`config.mk`:
```
export PLATFORM = sky130hd
export DESIGN_NAME = pdp_regs
export DESIGN_NICKNAME = d
export VERILOG_FILES = /design/src/hdl/pipe_domain_position_projector_top_macros.svh /design/src/hdl/pdp_pkg.sv /design/src/hdl/pdp_regs.sv
export SDC_FILE = /design/constraint.sdc
export NUM_CORES = 1
export LEC_CHECK = 0
export ABC_AREA = 1
export BUFFER_PORTS_ARGS = -buffer_cell sky130_fd_sc_hd__buf_2
export CAP_MARGIN = 5
export CELL_PAD_IN_SITES_DETAIL_PLACEMENT = 0
export CELL_PAD_IN_SITES_GLOBAL_PLACEMENT = 1
export CORE_MARGIN = 3
export CORE_UTILIZATION = 34
export CTS_BUF_LIST = sky130_fd_sc_hd__clkbuf_16
export DETAILED_ROUTE_END_ITERATION = 10
export PLACE_DENSITY = 0.79
export SYNTH_ARGS = -nofsm -noshare
export SYNTH_HDL_FRONTEND = slang
export SYNTH_SLANG_ARGS = --single-unit
```
`constraint.sdc`:
```
create_clock -name clk -period 1.43 [get_ports clk]
set_clock_uncertainty 0.2 [all_clocks]
set_input_delay 0.143 -clock clk [delete_from_list [all_inputs] [get_ports clk]]
set_output_delay 0.143 -clock clk [all_outputs]
set_load 0.01 [all_outputs]
```
`src/hdl/pipe_domain_position_projector_top_macros.svh`:
```
// Assertion macros used by the projector top module.
`ifndef PIPE_DOMAIN_POSITION_PROJECTOR_TOP_MACROS_SVH
`define PIPE_DOMAIN_POSITION_PROJECTOR_TOP_MACROS_SVH
`define PDP_ASSERT_IMPL(label, clk, rst_n, ante, cons) \
    label: assert property (@(posedge clk) disable iff (!rst_n) (ante) |-> (cons)) \
        else $error("assertion failed");
`define PDP_ASSERT_NEXT(label, clk, rst_n, ante, cons) \
    label: assert property (@(posedge clk) disable iff (!rst_n) (ante) |=> (cons)) \
        else $error("assertion failed");
`endif

```
`src/hdl/pdp_pkg.sv`:
```
package pdp_pkg;
    localparam int CoordWidth = 32;
    localparam int RegWidth = 28;
    localparam int FracBits = 16;
    localparam int LenWidth = 36;
    localparam int QuotWidth = 36;

    typedef enum logic [1:0] {
        REGION_LOWER = 2'd0,
        REGION_TOP = 2'd1,
        REGION_LEGS = 2'd2
    } region_t;

    localparam logic [0:0] ADDR_RADIUS = 1'b0;
    localparam logic [0:0] ADDR_LEG_HEIGHT = 1'b1;

    typedef struct packed {
        logic signed [CoordWidth-1:0] pos_x;
        logic signed [CoordWidth-1:0] pos_y;
    } pdp_in_t;

    typedef struct packed {
        logic signed [CoordWidth-1:0] new_x;
        logic signed [CoordWidth-1:0] new_y;
        logic [1:0] region_code;
        logic was_moved;
        logic at_centre_flag;
    } pdp_out_t;
endpackage

```
`src/hdl/pdp_regs.sv`:
```
module pdp_regs
    import pdp_pkg::*;
(
    input  logic clk,
    input  logic rst_n,
    input  logic psel,
    input  logic penable,
    input  logic pwrite,
    input  logic [2:0] paddr,
    input  logic [31:0] pwdata,
    output logic [31:0] prdata,
    output logic pready,
    output logic [RegWidth-1:0] radius,
    output logic [RegWidth-1:0] leg_height
);
    logic [RegWidth-1:0] radius_reg;
    logic [RegWidth-1:0] height_reg;
    logic wr_en;
    logic known;

    assign pready = 1'b1;
    assign known = (paddr[1:0] == 2'b00);
    assign wr_en = psel && penable && pwrite && known;

    always_ff @(posedge clk or negedge rst_n)
    begin
        if (!rst_n)
        begin
            radius_reg <= RegWidth'(131072);
            height_reg <= RegWidth'(196608);
        end
        else if (wr_en)
        begin
            if (paddr[2:2] == ADDR_RADIUS)
                radius_reg <= pwdata[RegWidth-1:0];
            else
                height_reg <= pwdata[RegWidth-1:0];
        end
    end

    always_comb
    begin
        prdata = 32'd0;
        if (known && paddr[2:2] == ADDR_RADIUS)
            prdata = {4'd0, radius_reg};
        else if (known && paddr[2:2] == ADDR_LEG_HEIGHT)
            prdata = {4'd0, height_reg};
    end

    assign radius = radius_reg;
    assign leg_height = height_reg;
endmodule

```
-- Word level (Yosys, flattened, before mapping)
Cells that the tools add are included.
- mux-type cells: 2
- reduce and logical (&&, ||, !) cells: 8
- bitwise operators: 1
- operator list (cell ; number):
    28-bit 2-to-1 mux ; 2
    1-bit logical AND ; 5
    2-bit AND reduction ; 2
    2-bit zero test ; 1
    1-bit inverter ; 1
- register bits: 56
- logic and storage cells: 13
- output and inout port bits: 89

-- Logic depth before layout (Yosys ltp)
Gate-level depths: netlist (run 1).
- depth in word-level cells: 4
- gate-level depth with buffers: 7
- depth with buffers taken out: 5

-- Worst setup path after synthesis (run 1)
OpenSTA, ideal clock, no wires.
- path kind: input to output
- start: input paddr[1]
- end: output prdata[21]
- path slack: 0.181 ns
- arrival time: 0.906 ns
- stages on the path: 5
- buffers on the path: 2
- cells stage by stage: nor2_2 > nand2_1 > buf_6 > buf_4 > o21ai_0
- longest elaborated chain between the ends: 4
- elaborated cells on any way between the ends: 5
- those cells by class: mux: 2; reduce/logical: 3
- ends and longest elaborated chain (item ; line ; RTL):
    start, declared ; pdp_regs.sv:9 ; input logic [2:0] paddr,
    2-bit zero test * ; pdp_regs.sv:22 ; assign known = (paddr[1:0] == 2'b00);
    1-bit logical AND ; pdp_regs.sv:46 ; else if (known && paddr[2:2] == ADDR_LEG_HEIGHT)
    28-bit 2-to-1 mux ; pdp_regs.sv:46 ;
    28-bit 2-to-1 mux * ; pdp_regs.sv:44 ; if (known && paddr[2:2] == ADDR_RADIUS)
    end, declared ; pdp_regs.sv:11 ; output logic [31:0] prdata,
Mark *: on every way between the ends. The rest lies on a longest branch, timed or not.

-- Worst setup path in the final report (run 1)
- start: register radius_reg[17], in the netlist radius[17]
- end: output prdata[17]
- longest elaborated chain between the ends: 1
- ends and longest elaborated chain (item ; line ; RTL):
    start, declared ; pdp_regs.sv:16 ; logic [RegWidth-1:0] radius_reg;
    start signal, assigned ; pdp_regs.sv:29 ; radius_reg <= RegWidth'(131072);
    start signal, assigned ; pdp_regs.sv:35 ; radius_reg <= pwdata[RegWidth-1:0];
    28-bit 2-to-1 mux ; pdp_regs.sv:44 ;
No other way between the ends.

==> out/qor.csv, run 1 <==
stage,metric,value,unit
status,status,"finished, final reports clean",
critical_path,Reg2Reg Launch Point,leg_height[16],
route,Routed WL,9113,µm
grt,Congestion Overflow GR,0,
critical_path,"CP delay by family, top",flip-flops,
logic_synthesis,Post-synth EDFFs,0,
critical_path,max incr delay on CP,0.53,ns
die,die area,0.01030,mm²
critical_path,Setup CP Type,flip-flop to output pin,
route,DR vias,3031,
clocking,CTS Buf Count,5,
logic_synthesis,Seq cells post-synth,56,
critical_path,CP bufs+invs,2,
placement,Final Wtd Congestion,0.7393,
route,Iteration-0 DRC Markers,87,
timing,final hold viol count,0,
critical_path,Worst setup SP type,flip-flop,
logic_synthesis,"Distinct cells, synth",19,
logic_synthesis,main combinational cell family by area after synthesis,simple AND/OR/NAND/NOR gates,
critical_path,crit end category,output pin,
placement,IO Port Bufs,119,
critical_path,Worst Setup SP,radius[17],
critical_path,Required @ worst endpoint,1.09,ns
cells_and_area,Layout Utilization,50.67,%
timing,Max Freq,700.4,MHz
logic_synthesis,Syn Inst Count,382,
power_and_ir_drop,maximum vdd ir drop,0.5609,mV
die,die width,101.5,µm
job,Max Cap Violations,0,
logic_synthesis,simple logic cell fraction of the synthesized area,21.87,%
critical_path,Arrival @ worst endpoint,1.08,ns
cells_and_area,# diodes,0,
clocking,worst skew pair latency,0.28,ns
hold_path,Hold Path Class,input pin to flip-flop,
grt,GRT Resource Usage Total,17.23,%
logic_synthesis,post-synthesis compound-gate area fraction,18.32,%
clocking,H-tree lvl count,2,
timing,RSZ-0062 raised after global routing,yes,
logic_synthesis,"Seq/Total Area, Yosys",45.32,%
critical_path,slowest library cell on the worst path,dfstp_2,
clocking,Root Driver,clkbuf_16,
logic_synthesis,mux cell area share after synthesis,0,%
cells_and_area,share of cells above drive strength 1,33.33,%
clocking,CTS sink count,56,
route,M1 WL,4126,µm
logic_synthesis,Mapped Area,0.003100,mm²
grt,global-route wire length before repair,14480,µm
die,die span in y,101.5,µm
cells_and_area,fin nets,570,
die,FP Rows,34,
timing,Final Critical Period,1.428,ns
grt,largest net degree at the start of global routing,57,
route,Met3 Routed Length,554,µm
placement,HPWL after detailed placement,5721,µm
clocking,"CTS clk-pin slew, worst paths",0.07,ns
logic_synthesis,synthesized area per cell,8.116,µm²
timing,Final setup violation count,0,
grt,initial antenna violation count,0,
critical_path,"critical path, cell by cell","inv_2, o21ai_1, buf_2",
power_and_ir_drop,Leakage,2.265,nW
logic_synthesis,Synth Area in XOR/XNOR,0,%
route,top routing layer used,met4,
power_and_ir_drop,power per cell area,1155,mW/mm²
logic_synthesis,dominant synthesized flop cell,dfrtp_1,
route,Initial DRT Pass Iterations,4,
clocking,CTS tree,done,
logic_synthesis,Async SR Flop Fraction,100.0,%
route,via/cell ratio,4.743,
cells_and_area,synthesis-to-finish area growth,43.91,%
grt,vias in the first global route,2992,
die,Initial Utilization,35.21,%
hold_path,hold wc startpoint,paddr[0],
route,DR WL met2,4415,µm
logic_synthesis,Synth Area in Adders,0,%
timing,Slew Limit Fails,0,
critical_path,Crit Path Max Fanout,2,
route,WL/cell,14.26,µm
timing,Tcrit/Tclk final,99.84,%
route,Detail Route Antenna Nets,0,
die,core footprint,0.008806,mm²
clocking,Max Buffers Root-to-Sink,2,
route,drc violations,0,
die,I/O pin cnt,129,
logic_synthesis,Syn. warnings,0,
timing,TNS Setup,0,ns
==> path summary, 6_finish.rpt <==
check	to	slack [ns]	cells past startpoint
worst max-delay path	prdata[17]	0.002	3
worst min-delay path	leg_height[5]	0.17	6
worst max register to register	leg_height[16]	0.33	4
worst min register to register	radius[17]	0.36	3
max in group asynchronous	radius[17]	0.53	3
min in group asynchronous	radius[12]	0.19	3
==> layout make-up <==
cell class	count	area, µm²
fillers	863	4344
well taps	108	135.1
multi-input cells	236	1297
inverters	60	230.2
repair buffers	171	1257
clock buffers	5	125.1
clock inverters	3	11.26
flip-flops and latches	56	1405
==> worst min-delay path: stages <==
cell      delay [ns]
buf_6           0.08
nor2_2          0.04
nand2_2         0.05
buf_4           0.17
o21bai_1        0.07
nand2_1         0.05
==> synth_stat cells, types with 2 or more instances <==
library cell | number | area, µm²
nand2_1 | 86 | 322.8
inv_1 | 59 | 221.5
o21bai_1 | 56 | 420.4
dfrtp_1 | 53 | 1326
nand3_1 | 49 | 245.2
o21ai_1 | 16 | 80.08
buf_2 | 11 | 55.05
o21ai_0 | 10 | 50.05
buf_4 | 9 | 67.56
nand3_2 | 8 | 80.08
clkbuf_1 | 7 | 26.28
buf_6 | 6 | 67.56
dfstp_2 | 3 | 78.83
conb_1 | 2 | 7.510
nor2_2 | 2 | 12.51
o21ai_2 | 2 | 17.52
==> stage by stage <==
stage	hold slack (ns)	area [µm²]	worst slack, ns	total power, W	instances
2_1_floorplan	-0.3526	3112	0.1813	0.003154	385
3_3_place_gp	-0.02823	3851	0.01275	0.003842	594
3_5_place_dp	-0.02850	3851	0.01502	0.003884	594
4_1_cts	0.1692	4278	-0.01480	0.005146	631
5_1_grt	0.1978	4462	-0.05967	0.005532	639
6_report	0.1675	4462	0.002313	0.005153	639
==> cell families (layout without fill, tap and decap cells) <==
| kind of cell | after synthesis | after routing |
|---|---|---|
| and+or+nand+nor | 147 | 147 |
| buffers and inverters | 93 | 239 |
| AOI/OAI and AO/OA | 84 | 84 |
| DFF | 56 | 56 |
| other | 2 | 5 |
==> repair_timing <==
| action | CTS | global route |
|---|---|---|
| endpoints found under the setup margin | 2 | 28 |
| pin swaps | 1 | 4 |
| cloned | 0 | 4 |
| hold buffers | 29 | 0 |
| endpoints found under the hold margin | 112 | 0 |
| resized for setup | 1 | 20 |
| setup buffers | 0 | 4 |
==> layer usage <==
metal	vias to the layer above	track usage, %
met5	-	0
li1	1492	-
met1	1434	22.31
met4	0	2.454
met2	103	30.18
met3	2	3.788
==> layout by cell type, fill, tap and decap left out, drive strengths merged <==
| master | n |
|---|---|
| nor2 | 3 |
| nand3 | 57 |
| dfstp | 3 |
| nand2 | 87 |
| o21bai | 56 |
| inv | 62 |
| dfrtp | 53 |
| conb | 5 |
| clkbuf | 9 |
| clkinv | 1 |
| o21ai | 28 |
| buf | 138 |
| dlygate4sd3 | 29 |
==> power breakdown <==
group / internal, W / leakage [nW] / switching [W]
clock network: 0.000633 / 0.0738 / 0.000541
registers: 0.00197 / 0.631 / 0.000265
logic: 0.000820 / 1.56 / 0.000921
total: 0.00343 / 2.27 / 0.00173
No activity file was read; power rests on OpenSTA's default activity.
==> inputs of run 2 (changes only) <==
CELL_PAD_IN_SITES_DETAIL_PLACEMENT = 1   (was 0)
==> run 2 against run 1 <==
Compared with the run above:
- the flow now finishes with violations (setup timing)
- sequential cell count unchanged
- core utilization increased by 0.68 points
- total power increased by 1.9%
- largest power group unchanged
- critical path depth unchanged
- count of clock-buffer cells in the layout unchanged
==> out/qor.csv, run 2 (synthesized netlist as in run 1, its figures left out) <==
stage,metric,value,unit
status,status,"finished, violations left",
status,failing checks,setup timing,
route,drc violations,0,
clocking,CTS tree,done,
cells_and_area,# diodes,0,
timing,RSZ-0062 raised after global routing,yes,
critical_path,Arrival @ worst endpoint,1.11,ns
die,die span in y,101.5,µm
power_and_ir_drop,"Power, Total",0.005252,W
placement,IO Port Bufs,119,
route,Routed WL,10440,µm
route,Iteration-0 DRC Markers,56,
power_and_ir_drop,clock share of power,22.4,%
cells_and_area,"commonest non-fill, non-tap cell in the layout",buf_2,
route,DR vias,3129,
cells_and_area,Fill cells,1095,
cells_and_area,Layout Cells excl Fill,642,
critical_path,Crit Path Max Fanout,2,
critical_path,crit end category,output pin,
clocking,Root Driver,clkbuf_16,
timing,Tcrit/Tclk final,101.3,%
power_and_ir_drop,power per cell area,1161,mW/mm²
placement,Placed Cells,594,
cells_and_area,synthesis-to-finish area growth,45.84,%
clocking,Max Buffers Root-to-Sink,2,
timing,final hold viol count,0,
cells_and_area,share of cells above drive strength 1,36.33,%
clocking,CTS sink count,56,
clocking,CTS Buf Count,5,
die,FP Rows,34,
power_and_ir_drop,internal power,0.003437,W
cells_and_area,most frequent cells in the layout,"buf_2, nand2_1, inv_1",
die,Initial Utilization,35.21,%
critical_path,"critical path, cell by cell","inv_2, o21ai_1, buf_2",
grt,largest net degree at the start of global routing,57,
cells_and_area,fin nets,573,
cells_and_area,Layout Utilization,51.35,%
placement,pre-CTS setup slack,0.003241,ns
placement,Final Wtd Congestion,0.7393,
timing,Slew Limit Fails,0,
grt,initial antenna violation count,0,
power_and_ir_drop,Seq pwr share,43.0,%
clocking,"CTS clk-pin slew, worst paths",0.07,ns
power_and_ir_drop,combinational share of power,34.6,%
route,via/cell ratio,4.874,
placement,Post-DP Area,0.003851,mm²
grt,GRT Resource Usage Total,19.86,%
clocking,H-tree lvl count,2,
timing,Final WS setup,-0.01859,ns
timing,Final setup violation count,1,
clocking,worst skew pair latency,0.29,ns
critical_path,max incr delay on CP,0.54,ns
critical_path,Setup CP Type,flip-flop to output pin,
grt,vias in the first global route,3341,
grt,Congestion Overflow GR,0,
die,die area,0.01030,mm²
route,Initial DRT Pass Iterations,4,
power_and_ir_drop,maximum vdd ir drop,0.4605,mV
die,core footprint,0.008806,mm²
power_and_ir_drop,Net Sw Frac,34.55,%
critical_path,Worst setup SP type,flip-flop,
cells_and_area,cell area after layout,0.004522,mm²
critical_path,slowest library cell on the worst path,dfstp_2,
timing,Final Critical Period,1.449,ns
hold_path,Hold Path Class,input pin to flip-flop,
grt,global-route wire length before repair,16310,µm
power_and_ir_drop,sw power,0.001815,W
route,WL/cell,16.26,µm
power_and_ir_drop,Leakage,2.294,nW
die,die width,101.5,µm
placement,HPWL after detailed placement,6562,µm
route,Detail Route Antenna Nets,0,
die,I/O pin cnt,129,
critical_path,Required @ worst endpoint,1.09,ns
job,Max Cap Violations,0,
timing,Max Freq,690.3,MHz
run 2: changes by cell type in the layout (fill, tap and decap cells not counted), sizes merged:
cell / change
buf: +3
run 2: worst max-delay path, delay by kind of cell (launching register included):
kind,cells,cell delay [ns]
flops,1,0.54
buf+inv,2,0.17
compound gates,1,0.10
run 2: worst paths after layout:
| kind | from | endpoint | slack, ns | depth (start not counted) |
|---|---|---|---|---|
| min reg2reg | leg_height[17] | leg_height[17] | 0.36 | 3 |
| min | paddr[1] | leg_height[12] | 0.17 | 6 |
| max in group asynchronous | rst_n | leg_height[17] | 0.53 | 3 |
| max reg2reg | leg_height[16] | leg_height[16] | 0.32 | 4 |
| min in group asynchronous | rst_n | radius[9] | 0.18 | 3 |
| max | radius[17] | prdata[17] | -0.02 | 3 |
run 2: area by class of cell:
class	instances	area [µm²]	share of cell area, %
Tap cell	108	135.1	2.988
Clock inverter	3	11.26	0.2490
Timing Repair Buffer	174	1280	28.31
Clock buffer	5	125.1	2.767
Sequential cell	56	1405	31.07
Multi-Input combinational cell	236	1338	29.58
Inverter	60	227.7	5.036
run 2: power groups by stage:
stage	Clock [W]	Sequential (W)	Combinational (W)
5_1_grt	0.00129	0.00231	0.00204
6_report	0.00118	0.00226	0.00181
2_1_floorplan	0	0.00241	0.000745
4_1_cts	0.00123	0.00224	0.00175
3_3_place_gp	0	0.00225	0.00160
3_5_place_dp	0	0.00226	0.00167
run 2: per-layer routing:
layer	up-vias	share of wire (%)	GRT usage [%]
met5	-	0	0
met4	0	0.88	3.885
met3	8	4.8	3.719
met2	96	52	35.71
met1	1526	42	24.87
li1	1499	-	-
run 2: timing repair:
item / 4_1_cts / 5_1_grt
pin swaps: 1 / 4
hold endpoints to repair: 112 / 0
buffers inserted: 1 / 6
gates cloned: 0 / 4
endpoints found under the setup margin: 4 / 27
hold buffers: 29 / 0
resized for setup: 2 / 37
run 2: through the flow:
step | hold slack (ns) | setup TNS [ns]
3_5_place_dp | -0.02311 | 0
2_1_floorplan | -0.3526 | 0
3_3_place_gp | -0.02823 | 0
5_1_grt | 0.1782 | -0.1073
6_report | 0.1659 | -0.01859
4_1_cts | 0.1749 | -0.03367
